<file path="src/rtl/core/spt_pkg.sv">
// Shared types and constants for the sequential pulse-train generator.
// No dependencies.
`default_nettype none
package spt_pkg;

  localparam int NUM_CHANNELS = 8;
  localparam int TICKS_PER_MS = 1000;

  localparam int CH_W    = 3;
  localparam int WIDTH_W = 16;
  localparam int PINS_W  = 8;
  localparam int MS_W    = 16;
  localparam int LRMS_W  = 10;
  localparam int PRE_W   = $clog2(TICKS_PER_MS + 1);
  localparam int ADDR_W  = 4;

  localparam logic [WIDTH_W-1:0] GAP_RESET    = 16'd100;
  localparam logic [LRMS_W-1:0]  LOWRATE_RESET = 10'd20;

  // item opcodes
  localparam logic OP_TICK  = 1'b0;
  localparam logic OP_WRITE = 1'b1;

  // register word indexes
  localparam logic [1:0] REG_MASK    = 2'd0;
  localparam logic [1:0] REG_GAP     = 2'd1;
  localparam logic [1:0] REG_LOWRATE = 2'd2;

  typedef struct packed {
    logic [PINS_W-1:0]  high_rate_mask;
    logic [WIDTH_W-1:0] gap_ticks;
    logic [LRMS_W-1:0]  low_rate_ms;
  } cfg_t;

  typedef struct packed {
    logic               en;
    logic [CH_W-1:0]    addr;
    logic [WIDTH_W-1:0] data;
  } wr_t;

  typedef struct packed {
    logic [PINS_W-1:0] pins;
    logic              slot_start;
  } result_t;

endpackage
`default_nettype wire

</file>
<file path="src/rtl/core/spt_width_mem.sv">
// Per-channel width store: synchronous memory with a registered read.
// Write-first on a same-address collision; unwritten entries read as zero. Uses spt_pkg.
`default_nettype none
module spt_width_mem
  import spt_pkg::*;
(
  input  wire logic               clk_i,
  input  wire logic               rst_ni,
  input  wire wr_t                wr_i,
  input  wire logic [CH_W-1:0]    rd_addr_i,
  output logic      [WIDTH_W-1:0] rd_data_o
);

  logic [WIDTH_W-1:0]      mem [NUM_CHANNELS];
  logic [NUM_CHANNELS-1:0] vld_q;
  logic [WIDTH_W-1:0]      rd_q;
  logic                    rd_vld_q;

  always_ff @(posedge clk_i) begin
    if (wr_i.en) begin
      mem[wr_i.addr] <= wr_i.data;
    end
    if (wr_i.en && (wr_i.addr == rd_addr_i)) begin
      rd_q <= wr_i.data;
    end else begin
      rd_q <= mem[rd_addr_i];
    end
  end

  always_ff @(posedge clk_i or negedge rst_ni) begin
    if (!rst_ni) begin
      vld_q    <= '0;
      rd_vld_q <= 1'b0;
    end else begin
      if (wr_i.en) begin
        vld_q[wr_i.addr] <= 1'b1;
      end
      rd_vld_q <= (wr_i.en && (wr_i.addr == rd_addr_i)) || vld_q[rd_addr_i];
    end
  end

  assign rd_data_o = rd_vld_q ? rd_q : '0;

endmodule
`default_nettype wire

</file>
<file path="src/rtl/core/spt_cfg.sv">
// APB register file: high-rate mask, gap length, low-rate window period.
// Uses spt_pkg.
`default_nettype none
module spt_cfg
  import spt_pkg::*;
(
  input  wire logic              clk_i,
  input  wire logic              rst_ni,
  input  wire logic              psel,
  input  wire logic              penable,
  input  wire logic              pwrite,
  input  wire logic [ADDR_W-1:0] paddr,
  input  wire logic [31:0]       pwdata,
  output logic      [31:0]       prdata,
  output logic                   pready,
  output cfg_t                   cfg_o
);

  cfg_t cfg_q;
  logic wr_en;

  assign pready = 1'b1;
  assign wr_en  = psel && penable && pwrite;

  always_ff @(posedge clk_i or negedge rst_ni) begin
    if (!rst_ni) begin
      cfg_q.high_rate_mask <= '0;
      cfg_q.gap_ticks      <= GAP_RESET;
      cfg_q.low_rate_ms    <= LOWRATE_RESET;
    end else if (wr_en) begin
      case (paddr[3:2])
        REG_MASK:    cfg_q.high_rate_mask <= pwdata[PINS_W-1:0];
        REG_GAP:     cfg_q.gap_ticks      <= pwdata[WIDTH_W-1:0];
        REG_LOWRATE: cfg_q.low_rate_ms    <= pwdata[LRMS_W-1:0];
        default: ;
      endcase
    end
  end

  always_comb begin
    case (paddr[3:2])
      REG_MASK:    prdata = 32'(cfg_q.high_rate_mask);
      REG_GAP:     prdata = 32'(cfg_q.gap_ticks);
      REG_LOWRATE: prdata = 32'(cfg_q.low_rate_ms);
      default:     prdata = '0;
    endcase
  end

  assign cfg_o = cfg_q;

endmodule
`default_nettype wire

</file>
<file path="src/rtl/core/spt_slot_ctrl.sv">
// Slot sequencer: countdown, channel pointer, millisecond time and window decision.
// Prefetches the next channel's width from spt_width_mem. Uses spt_pkg.
`default_nettype none
module spt_slot_ctrl
  import spt_pkg::*;
(
  input  wire logic               clk_i,
  input  wire logic               rst_ni,
  input  wire logic               take_i,
  input  wire logic               op_i,
  input  wire logic [CH_W-1:0]    channel_i,
  input  wire logic [WIDTH_W-1:0] width_us_i,
  input  wire cfg_t               cfg_i,
  input  wire logic [WIDTH_W-1:0] width_rd_i,
  output wr_t                     wr_o,
  output logic      [CH_W-1:0]    rd_addr_o,
  output result_t                 res_o
);

  logic [CH_W-1:0]    slot_q, slot_d;
  logic [WIDTH_W-1:0] cnt_q, cnt_d;
  logic [PRE_W-1:0]   pre_q, pre_d;
  logic [MS_W-1:0]    ms_q, ms_d;
  logic [MS_W-1:0]    last_q, last_d;
  logic               win_q, win_d;
  logic [PINS_W-1:0]  pin_q, pin_d;

  logic               tick;
  logic [WIDTH_W-1:0] cnt_dec;
  logic               start;
  logic [MS_W-1:0]    elapsed;
  logic               open_new;
  logic               window;
  logic               pulse;
  logic [PRE_W-1:0]   pre_inc;

  assign tick = take_i && (op_i == OP_TICK);

  assign wr_o.en   = take_i && (op_i == OP_WRITE) &&
                     ({1'b0, channel_i} < (CH_W+1)'(NUM_CHANNELS));
  assign wr_o.addr = channel_i;
  assign wr_o.data = width_us_i;

  assign cnt_dec  = cnt_q - WIDTH_W'(cnt_q != '0);
  assign start    = (cnt_dec == '0);
  assign elapsed  = ms_q - last_q;
  assign open_new = elapsed > MS_W'(cfg_i.low_rate_ms);
  assign window   = (slot_q == '0) ? open_new : win_q;
  // width_rd_i already holds the current channel's width
  assign pulse    = (width_rd_i != '0) && (cfg_i.high_rate_mask[slot_q] || window);
  assign pre_inc  = pre_q + PRE_W'(1);

  always_comb begin
    slot_d = slot_q;
    cnt_d  = cnt_q;
    pre_d  = pre_q;
    ms_d   = ms_q;
    last_d = last_q;
    win_d  = win_q;
    pin_d  = pin_q;
    if (tick) begin
      cnt_d = cnt_dec;
      if (start) begin
        if (slot_q == '0) begin
          win_d = open_new;
          if (open_new) begin
            last_d = ms_q;
          end
        end
        if (pulse) begin
          pin_d = PINS_W'(1) << slot_q;
          cnt_d = width_rd_i;
        end else begin
          pin_d = '0;
          cnt_d = cfg_i.gap_ticks;
        end
        if (slot_q == CH_W'(NUM_CHANNELS - 1)) begin
          slot_d = '0;
        end else begin
          slot_d = slot_q + CH_W'(1);
        end
      end
      if (pre_inc >= PRE_W'(TICKS_PER_MS)) begin
        pre_d = '0;
        ms_d  = ms_q + MS_W'(1);
      end else begin
        pre_d = pre_inc;
      end
    end
  end

  always_ff @(posedge clk_i or negedge rst_ni) begin
    if (!rst_ni) begin
      slot_q <= '0;
      cnt_q  <= '0;
      pre_q  <= '0;
      ms_q   <= '0;
      last_q <= '0;
      win_q  <= 1'b0;
      pin_q  <= '0;
    end else begin
      slot_q <= slot_d;
      cnt_q  <= cnt_d;
      pre_q  <= pre_d;
      ms_q   <= ms_d;
      last_q <= last_d;
      win_q  <= win_d;
      pin_q  <= pin_d;
    end
  end

  assign rd_addr_o      = slot_d;
  assign res_o.pins       = pin_d;
  assign res_o.slot_start = tick && start;

endmodule
`default_nettype wire

</file>
<file path="src/rtl/core/spt_out_buf.sv">
// Output register with skid stage; decouples input stall from output stall.
// Uses spt_pkg.
`default_nettype none
module spt_out_buf
  import spt_pkg::*;
(
  input  wire logic    clk_i,
  input  wire logic    rst_ni,
  input  wire logic    push_i,
  input  wire result_t data_i,
  output logic         full_o,
  output logic         out_valid_o,
  input  wire logic    out_stall_i,
  output result_t      out_data_o
);

  logic    out_valid_q;
  logic    skid_valid_q;
  result_t out_data_q;
  result_t skid_data_q;
  logic    out_free;

  assign out_free = !out_valid_q || !out_stall_i;

  always_ff @(posedge clk_i or negedge rst_ni) begin
    if (!rst_ni) begin
      out_valid_q  <= 1'b0;
      skid_valid_q <= 1'b0;
    end else if (out_free) begin
      out_valid_q  <= skid_valid_q || push_i;
      skid_valid_q <= 1'b0;
    end else if (push_i) begin
      skid_valid_q <= 1'b1;
    end
  end

  always_ff @(posedge clk_i) begin
    if (out_free) begin
      out_data_q <= skid_valid_q ? skid_data_q : data_i;
    end else if (push_i) begin
      skid_data_q <= data_i;
    end
  end

  assign full_o      = skid_valid_q;
  assign out_valid_o = out_valid_q;
  assign out_data_o  = out_data_q;

endmodule
`default_nettype wire

</file>
<file path="src/rtl/core/sequential_pulse_train_generator.sv">
// Sequential pulse-train generator, eight channels.
// Output: a result enters the output register, or the skid stage while the output stalls.
// Throughput: one item per cycle while in_stall_o is low; the next channel's width is
// prefetched from the width memory so a slot start never waits on the registered read.
// Reset: asynchronous, active low; all widths read as zero, pins low, first tick
// starts a slot; registers return to mask 0, gap 100, window 20 ms.
`default_nettype none
module sequential_pulse_train_generator
  import spt_pkg::*;
(
  input  wire logic               clk_i,
  input  wire logic               rst_ni,
  input  wire logic               in_valid_i,
  output logic                    in_stall_o,
  input  wire logic               op_i,
  input  wire logic [CH_W-1:0]    channel_i,
  input  wire logic [WIDTH_W-1:0] width_us_i,
  output logic                    out_valid_o,
  input  wire logic               out_stall_i,
  output logic      [PINS_W-1:0]  pins_o,
  output logic                    slot_start_o,
  input  wire logic               psel,
  input  wire logic               penable,
  input  wire logic               pwrite,
  input  wire logic [ADDR_W-1:0]  paddr,
  input  wire logic [31:0]        pwdata,
  output logic      [31:0]        prdata,
  output logic                    pready
);

  cfg_t               cfg;
  wr_t                wr;
  logic [CH_W-1:0]    rd_addr;
  logic [WIDTH_W-1:0] width_rd;
  result_t            res;
  result_t            out_data;
  logic               full;
  logic               take;

  assign in_stall_o = full;
  assign take       = in_valid_i && !full;

  spt_cfg u_cfg (
    .clk_i   (clk_i),
    .rst_ni  (rst_ni),
    .psel    (psel),
    .penable (penable),
    .pwrite  (pwrite),
    .paddr   (paddr),
    .pwdata  (pwdata),
    .prdata  (prdata),
    .pready  (pready),
    .cfg_o   (cfg)
  );

  spt_width_mem u_mem (
    .clk_i     (clk_i),
    .rst_ni    (rst_ni),
    .wr_i      (wr),
    .rd_addr_i (rd_addr),
    .rd_data_o (width_rd)
  );

  spt_slot_ctrl u_ctrl (
    .clk_i      (clk_i),
    .rst_ni     (rst_ni),
    .take_i     (take),
    .op_i       (op_i),
    .channel_i  (channel_i),
    .width_us_i (width_us_i),
    .cfg_i      (cfg),
    .width_rd_i (width_rd),
    .wr_o       (wr),
    .rd_addr_o  (rd_addr),
    .res_o      (res)
  );

  spt_out_buf u_obuf (
    .clk_i       (clk_i),
    .rst_ni      (rst_ni),
    .push_i      (take),
    .data_i      (res),
    .full_o      (full),
    .out_valid_o (out_valid_o),
    .out_stall_i (out_stall_i),
    .out_data_o  (out_data)
  );

  assign pins_o       = out_data.pins;
  assign slot_start_o = out_data.slot_start;

endmodule
`default_nettype wire

</file>
<file path="config.mk">
export PLATFORM = sky130hd
export DESIGN_NAME = sequential_pulse_train_generator
export DESIGN_NICKNAME = d
export VERILOG_FILES = /design/src/rtl/core/spt_pkg.sv /design/src/rtl/core/spt_width_mem.sv /design/src/rtl/core/spt_cfg.sv /design/src/rtl/core/spt_slot_ctrl.sv /design/src/rtl/core/spt_out_buf.sv /design/src/rtl/core/sequential_pulse_train_generator.sv
export SDC_FILE = /design/constraint.sdc
export NUM_CORES = 1
export LEC_CHECK = 0
export BUFFER_PORTS_ARGS = -buffer_cell sky130_fd_sc_hd__buf_4
export CAP_MARGIN = 20
export CORE_MARGIN = 5
export CORE_UTILIZATION = 32
export CTS_CLUSTER_SIZE = 14
export DETAILED_ROUTE_END_ITERATION = 6
export HOLD_SLACK_MARGIN = 0.05
export PLACE_DENSITY = 0.48
export SKIP_CTS_REPAIR_TIMING = 1
export SLEW_MARGIN = 15
export SYNTH_ARGS = -nofsm -noshare
export SYNTH_HDL_FRONTEND = slang
export SYNTH_SLANG_ARGS = --single-unit
</file>
<file path="constraint.sdc">
create_clock -name clk_i -period 5.79 [get_ports clk_i]
set_clock_uncertainty 0.05 [all_clocks]
set_input_delay 0.8685 -clock clk_i [delete_from_list [all_inputs] [get_ports clk_i]]
set_output_delay 0.8685 -clock clk_i [all_outputs]
set_load 0.1 [all_outputs]
</file>
# --- Word level (Yosys, flattened, before mapping) ---
# Memory sizes are Yosys's and may differ from the RTL's. A register that Yosys moved wholly into a read port is not among the register bits.
# Index checks and enable logic that the tools add are counted.
# W data, S select, Z words.
op_classes:
  shift: 1
  n_eq_ne: 4
  magnitude_cmp: 6
  n_reduce_logical: 29
  muxes: 23
  bitwise: 3
  n_addsub: 5
ops:
  columns: ["operator", "count"]
  rows:
  - ["$mux W16", 3]
  - ["$pmux W16 S3", 1]
  - ["$reduce_bool A16 Y1", 2]
  - ["$mux W8", 3]
  - ["$add A16 B1 Y16 const B", 1]
  - ["$gt A16 B10 Y1", 1]
  - ["$logic_not A16 Y1", 1]
  - ["$sub A16 B1 Y16", 1]
  - ["$sub A16 B16 Y16", 1]
  - ["$lt A3 B4 Y1 const B", 3]
  - ["$reduce_and A2 Y1", 6]
  - ["$add A10 B1 Y10 const B", 1]
  - ["$ge A10 B10 Y1 const B", 1]
  - ["$mux W10", 1]
  - ["$logic_and A1 B1 Y1", 9]
  - ["$mux W3", 3]
  - ["$mux W9", 1]
  - ["$mux W1", 8]
  - ["$or A8 B8 Y8", 1]
  - ["$shl A1 B3 Y8 const A", 1]
  - ["$bmux W1 S3", 2]
  - ["$logic_or A1 B1 Y1", 4]
  - ["$reduce_and A4 Y1", 1]
  - ["$add A3 B1 Y3 const B", 1]
  - ["other kinds (11)", 14]
word_totals:
  inputBits: 63
  regBits: 133
  mem_bits_rw: 128
  memories: 1
memory_table:
  columns: ["memory", "depth", "word_bits", "read_ports", "rd_clocked_by_memory_dff", "wr", "line_no", "rtl"]
  rows:
  - ["u_mem.mem", 8, 16, 1, 1, 1, "spt_width_mem.sv:14", "logic [WIDTH_W-1:0] mem [NUM_CHANNELS];"]

# --- Longest topological paths before layout ---
depth:
  word_depth: 9
  depth_mapped: 20

# --- Modules after synthesis ---
# A second synthesis with hierarchy kept.
unflattened:
  hier_cells: 990
  area_unflattened_um2: 12909.9
modules_own_cells:
  columns: ["mod", "seq_area_each_um2", "area_each_um2", "cells_each", "n_inst"]
  rows:
  - ["spt_width_mem", 4129.0, 5424.0, 269, 1]
  - ["spt_slot_ctrl", 1751.7, 5026.1, 556, 1]
  - ["spt_cfg", 857.1, 1682.9, 130, 1]
  - ["spt_out_buf", 590.6, 763.2, 34, 1]
  - ["sequential_pulse_train_generator", 0.0, 13.8, 1, 1]

# --- Least setup slack after synthesis ---
# Ideal clock, no wire load.
synth_path:
  kind: "input port to output port"
  startpoint: "in paddr[3]"
  endpoint: "out prdata[0]"
  t_arrival_ps: 3509
  slack_ps: 1362
  n_path_buf: 1
  stages: 3
  t_required_ps: 4872
  path_cell_list: "buf_1 mux2i_1 o21ai_0"
synth_via:
  elab_chain_len: 2
synth_rtl:
  columns: ["item", "line_no", "rtl"]
  rows:
  - ["from (decl)", "sequential_pulse_train_generator.sv:25", "input wire logic [ADDR_W-1:0] paddr,"]
  - ["$eq A2 B2 Y1 (tied with other cells)", "spt_cfg.sv:41", "case (paddr[3:2])"]
  - ["$pmux W16 S3 *", "spt_cfg.sv:41", null]
  - ["to (decl)", "sequential_pulse_train_generator.sv:27", "output logic [31:0] prdata,"]
# Mark *: on every way between the ends. The rest lies on a longest branch, timed or not.

==> summary.md <==
| Metric | Value |
|---|---|
| Crit end category | flop |
| Clk root buf | clkbuf_16 |
| Primary FF master, synth | edfxtp_1 |
| Critical Path End | u_obuf.out_data_o[4] |
| Finished Layout Cells | around 1,600 |
| Vias in the first global route | 8,535 |
| RSZ-0062 raised after global routing | false |
| EDFF count, synth | ~150 |
| Antenna diode instance count | 0 |
| Critical register-to-register path startpoint | u_ctrl.ms_q[0] |
| Register area share after synthesis | around 58% |
| Int Pwr | roughly 3400 uW |
| Worst vdd ir | 0.211 mV |
| DRC | 0 |
| Mapped Area | 0.0126 sq mm |
| Critical path class | flop to flop |
| Gate power share | between 10% and 20% |
| Worst Path Required | ~6.1 ns |
| Worst Path Arrival | roughly 5.3 ns |
| TritonCTS Sinks | between 200 and 300 |
| Row count | around 70 |
| Syn Area/Cell | 12.7 sq um |
| Global placement routability congestion | roughly 0.85 |
| Starting Density | roughly 33% |
| CTS max path bufs | 3 |
| Iteration-0 DRC Markers | a little over 400 |
| Die Area | 0.0436 sq mm |
| Status | finished, final reports clean |
| Synth top area share | a little over a third |
| P_sw | approximately 1300 uW |
| Routed WL | approximately 31 mm |
| DR pass1 iterations | 5 |
| Critical path fanouts, max | 6 |
| Vias | about 8,000 |
| Setup TNS | 0 ns |
| Port bufs | between 70 and 80 |
| Max Clock Freq | 198 MHz |
| Leak | roughly 0.0058 uW |
| Sw frac | between 20% and 30% |
| Final Max Slew Viols | 0 |
| R2r setup slk | approximately 0.73 ns |
| Nets | 1,182 |
| Post-Place Cells | 1,567 |
| Pwr Density | 324 mW/mm^2 |
| Worst Max-Slew Pin Slew | between 1 and 1.5 ns |
| Tmin final | a little over 5 ns |
| Area growth from synthesis to layout | 16.4% |
| Initial antenna violation count | 1 |
| Cell depth of the worst flop-to-flop path | 19 |
| Reg2reg end | u_obuf.out_data_o[4] |
| Layout cells sized above 1 | between 20% and 30% |
| CTS tree | built |
| Final Hold Violating Endpoints | 0 |
| Total gr overflow | 0 |
| Core Area | a little under 0.04 sq mm |
| Total CTS buffers | 30 |
| Die Y | roughly 210 microns |
| Worst min-delay path class | input port to async pin |
| Mapped Cells | ~1,000 |
| Seq pwr share | between 40% and 50% |
| Post-route cell area | ~0.015 sq mm |
| Ys async rst share | 43.6% |
| Die width | about 210 microns |
| First-pass GRT wire length | 49.7 mm |
| Worst-Skew Late Latency | between 0.5 and 0.6 ns |
| Area after DPL | between 0.01 and 0.015 sq mm |
| Pin count of the biggest net entering global routing | 68 |
| H-Tree Depth | 1 |
| Setup violations, final | 0 |
| Worst relative slew slack | 31.6% |
| Leading area contributor after synthesis | edfxtp_1 |
| Post-DR wirelength/cell | ~19 microns |
| CP startpoint | u_ctrl.ms_q[0] |
| Clock power share | 38.5% |
| Hpwl dp | around 21 mm |
| Synth Warn # | 0 |
| MaxCap Viol Count | 0 |
| Clk slew on worst S/H paths | 0.06 ns |
| Synth cell types | 81 |
| All-layer global routing usage | 14.2% |
| Ports | approximately 110 |
| Top cells by area, synth | edfxtp_1, dfrtp_1, mux4_2, ha_1, mux2_2 |
| Via/cell ratio | 4.98 |
| Flops & latches, synth | 264 |
| Post-route ant nets | 0 |
| CP startpoint kind | flop |
| Fin crit share | 87.4% |
## cell type report
type	instances	area (sq um)
clock buffer	39	795
multi-input combinational	649	4930
sequential	264	7330
inverter	46	173
tap	518	648
fill	3759	24100
timing repair buffer	91	696
clock inverter	14	151
## per-layer routing
| layer | track usage [%] | wire (microns) | vias to the layer above | part of all wire (%) |
|---|---|---|---|---|
| li1 | - | - | 3843 | - |
| met5 | 0 | 13 | - | 0.042 |
| met1 | 19.7 | 14200 | 4027 | 46 |
| met2 | 23.3 | 14600 | 150 | 47 |
| met3 | 2.77 | 1420 | 52 | 4.6 |
| met4 | 3.24 | 719 | 2 | 2.3 |
## metrics by stage
stage	utilization [%]	setup slack (ns)	power [uW]	hold slack [ns]
after floorplan	-	1.36	2760	0.381
after global placement	35.4	0.722	2970	0.403
after detailed placement	35.4	0.731	2980	0.402
after CTS	37.9	0.696	4850	0.398
after global routing	37.9	0.258	5000	0.427
final	37.9	0.729	4770	0.387
## synthesized netlist by cell type (7+ instances only)
cell type  number
mux2_2         33
nand2_1        94
o21a_1          8
nor2b_1         9
nor3_1         15
nand4_1         9
mux4_2         34
a21o_1          7
o211ai_1       10
dfrtp_1       110
and2_1          9
a22o_1         13
buf_2           8
o21ai_0        67
xor2_1         12
nor2_1         41
nand2b_1       10
a21oi_1        26
xnor2_1        25
ha_1           36
mux2i_1        21
or2_2          13
nor4_1          9
clkbuf_1       22
nand3_1        26
edfxtp_1      146
inv_1          46
and3_1         10
or3_1           8
buf_4          19
## flip-flops by register name, summed over array words and instances, names as in the netlist, named ones only
register            cells
u_mem.mem             128
u_cfg.cfg_o            34
u_mem.vld_q             8
u_ctrl.last_q          16
u_obuf.out_data_o       9
u_ctrl.ms_q            16
u_obuf.skid_data_q      9
u_ctrl.cnt_q           16
u_obuf.out_valid_o      1
u_mem.rd_vld_q          1
u_obuf.full_o           1
u_ctrl.pre_q           10
u_ctrl.pin_q            8
u_ctrl.slot_q           3
u_ctrl.win_q            1
## kinds of logic (layout without fill, tap and decap cells)
kind of cell	count (synthesis)	count (layout)	share of synthesized area (%)
AO/OA/AOI/OAI	189	189	9.83
other	2	17	0.0594
XOR/XNOR	37	37	2.56
buffers and inverters	99	190	3.70
flip-flops	264	264	58.0
multiplexers	92	92	11.1
AND/OR/NAND/NOR	277	277	11.0
adder cells (fa/ha/maj)	37	37	3.72
## worst max-delay path, cell delays in order, from the launching register on
cell       delay [ns]
dfrtp_1          0.41
inv_1            0.10
ha_1             0.17
inv_1            0.06
fa_1             0.40
a21oi_1          0.28
o21ai_0          0.12
a21oi_1          0.19
xnor2_1          0.15
ha_1             0.28
a21oi_1          0.13
a21oi_1          0.08
a2111oi_0        0.37
a21oi_1          0.15
or4_1            0.48
nor3_1           0.36
and3_1           0.29
a21oi_2          0.14
a31o_2           0.34
mux2_2           0.26
## cells in the final DEF (no fill, tap or decap), drive strengths merged, types with 4 or more instances in the layout
cell    instances
a211oi          6
a21o            7
a21oi          29
a22o           13
a22oi           6
a31oi           4
and2           12
and3           10
buf            91
clkbuf         39
clkinv         11
conb           17
dfrtp         110
dfstp           5
edfxtp        146
ha             36
inv            46
mux2           35
mux2i          23
mux4           34
nand2          95
nand2b         10
nand3          26
nand4           9
nor2           42
nor2b           9
nor3           16
nor3b           5
nor4            9
o211ai         10
o21a            8
o21ai          69
o22ai           6
or2            13
or3             8
or4             4
xnor2          25
xor2           12
## power groups by stage
| stage | sequential [uW] | clock (uW) | combinational (uW) |
|---|---|---|---|
| finish | 2230 | 1840 | 707 |
| global route | 2240 | 1980 | 767 |
| CTS | 2230 | 1900 | 716 |
| detailed placement | 2260 | 0 | 713 |
| global placement | 2260 | 0 | 708 |
| floorplan | 2260 | 0 | 500 |
## worst min-delay path by stage
stage / slack [ns] / cells past startpoint / startpoint / end
4_1_cts: 0.40 / 1 / rst_ni / u_ctrl.ms_q[9]
3_5_place_dp: 0.40 / 1 / u_mem.vld_q[4] / u_mem.vld_q[4]
3_3_place_gp: 0.40 / 1 / u_mem.vld_q[5] / u_mem.vld_q[5]
6_report: 0.39 / 1 / rst_ni / u_ctrl.ms_q[4]
2_1_floorplan: 0.38 / 1 / u_mem.vld_q[0] / u_mem.vld_q[0]
5_1_grt: 0.43 / 1 / u_mem.vld_q[4] / u_mem.vld_q[4]
Note: power is estimated with default switching activity, not from simulation.
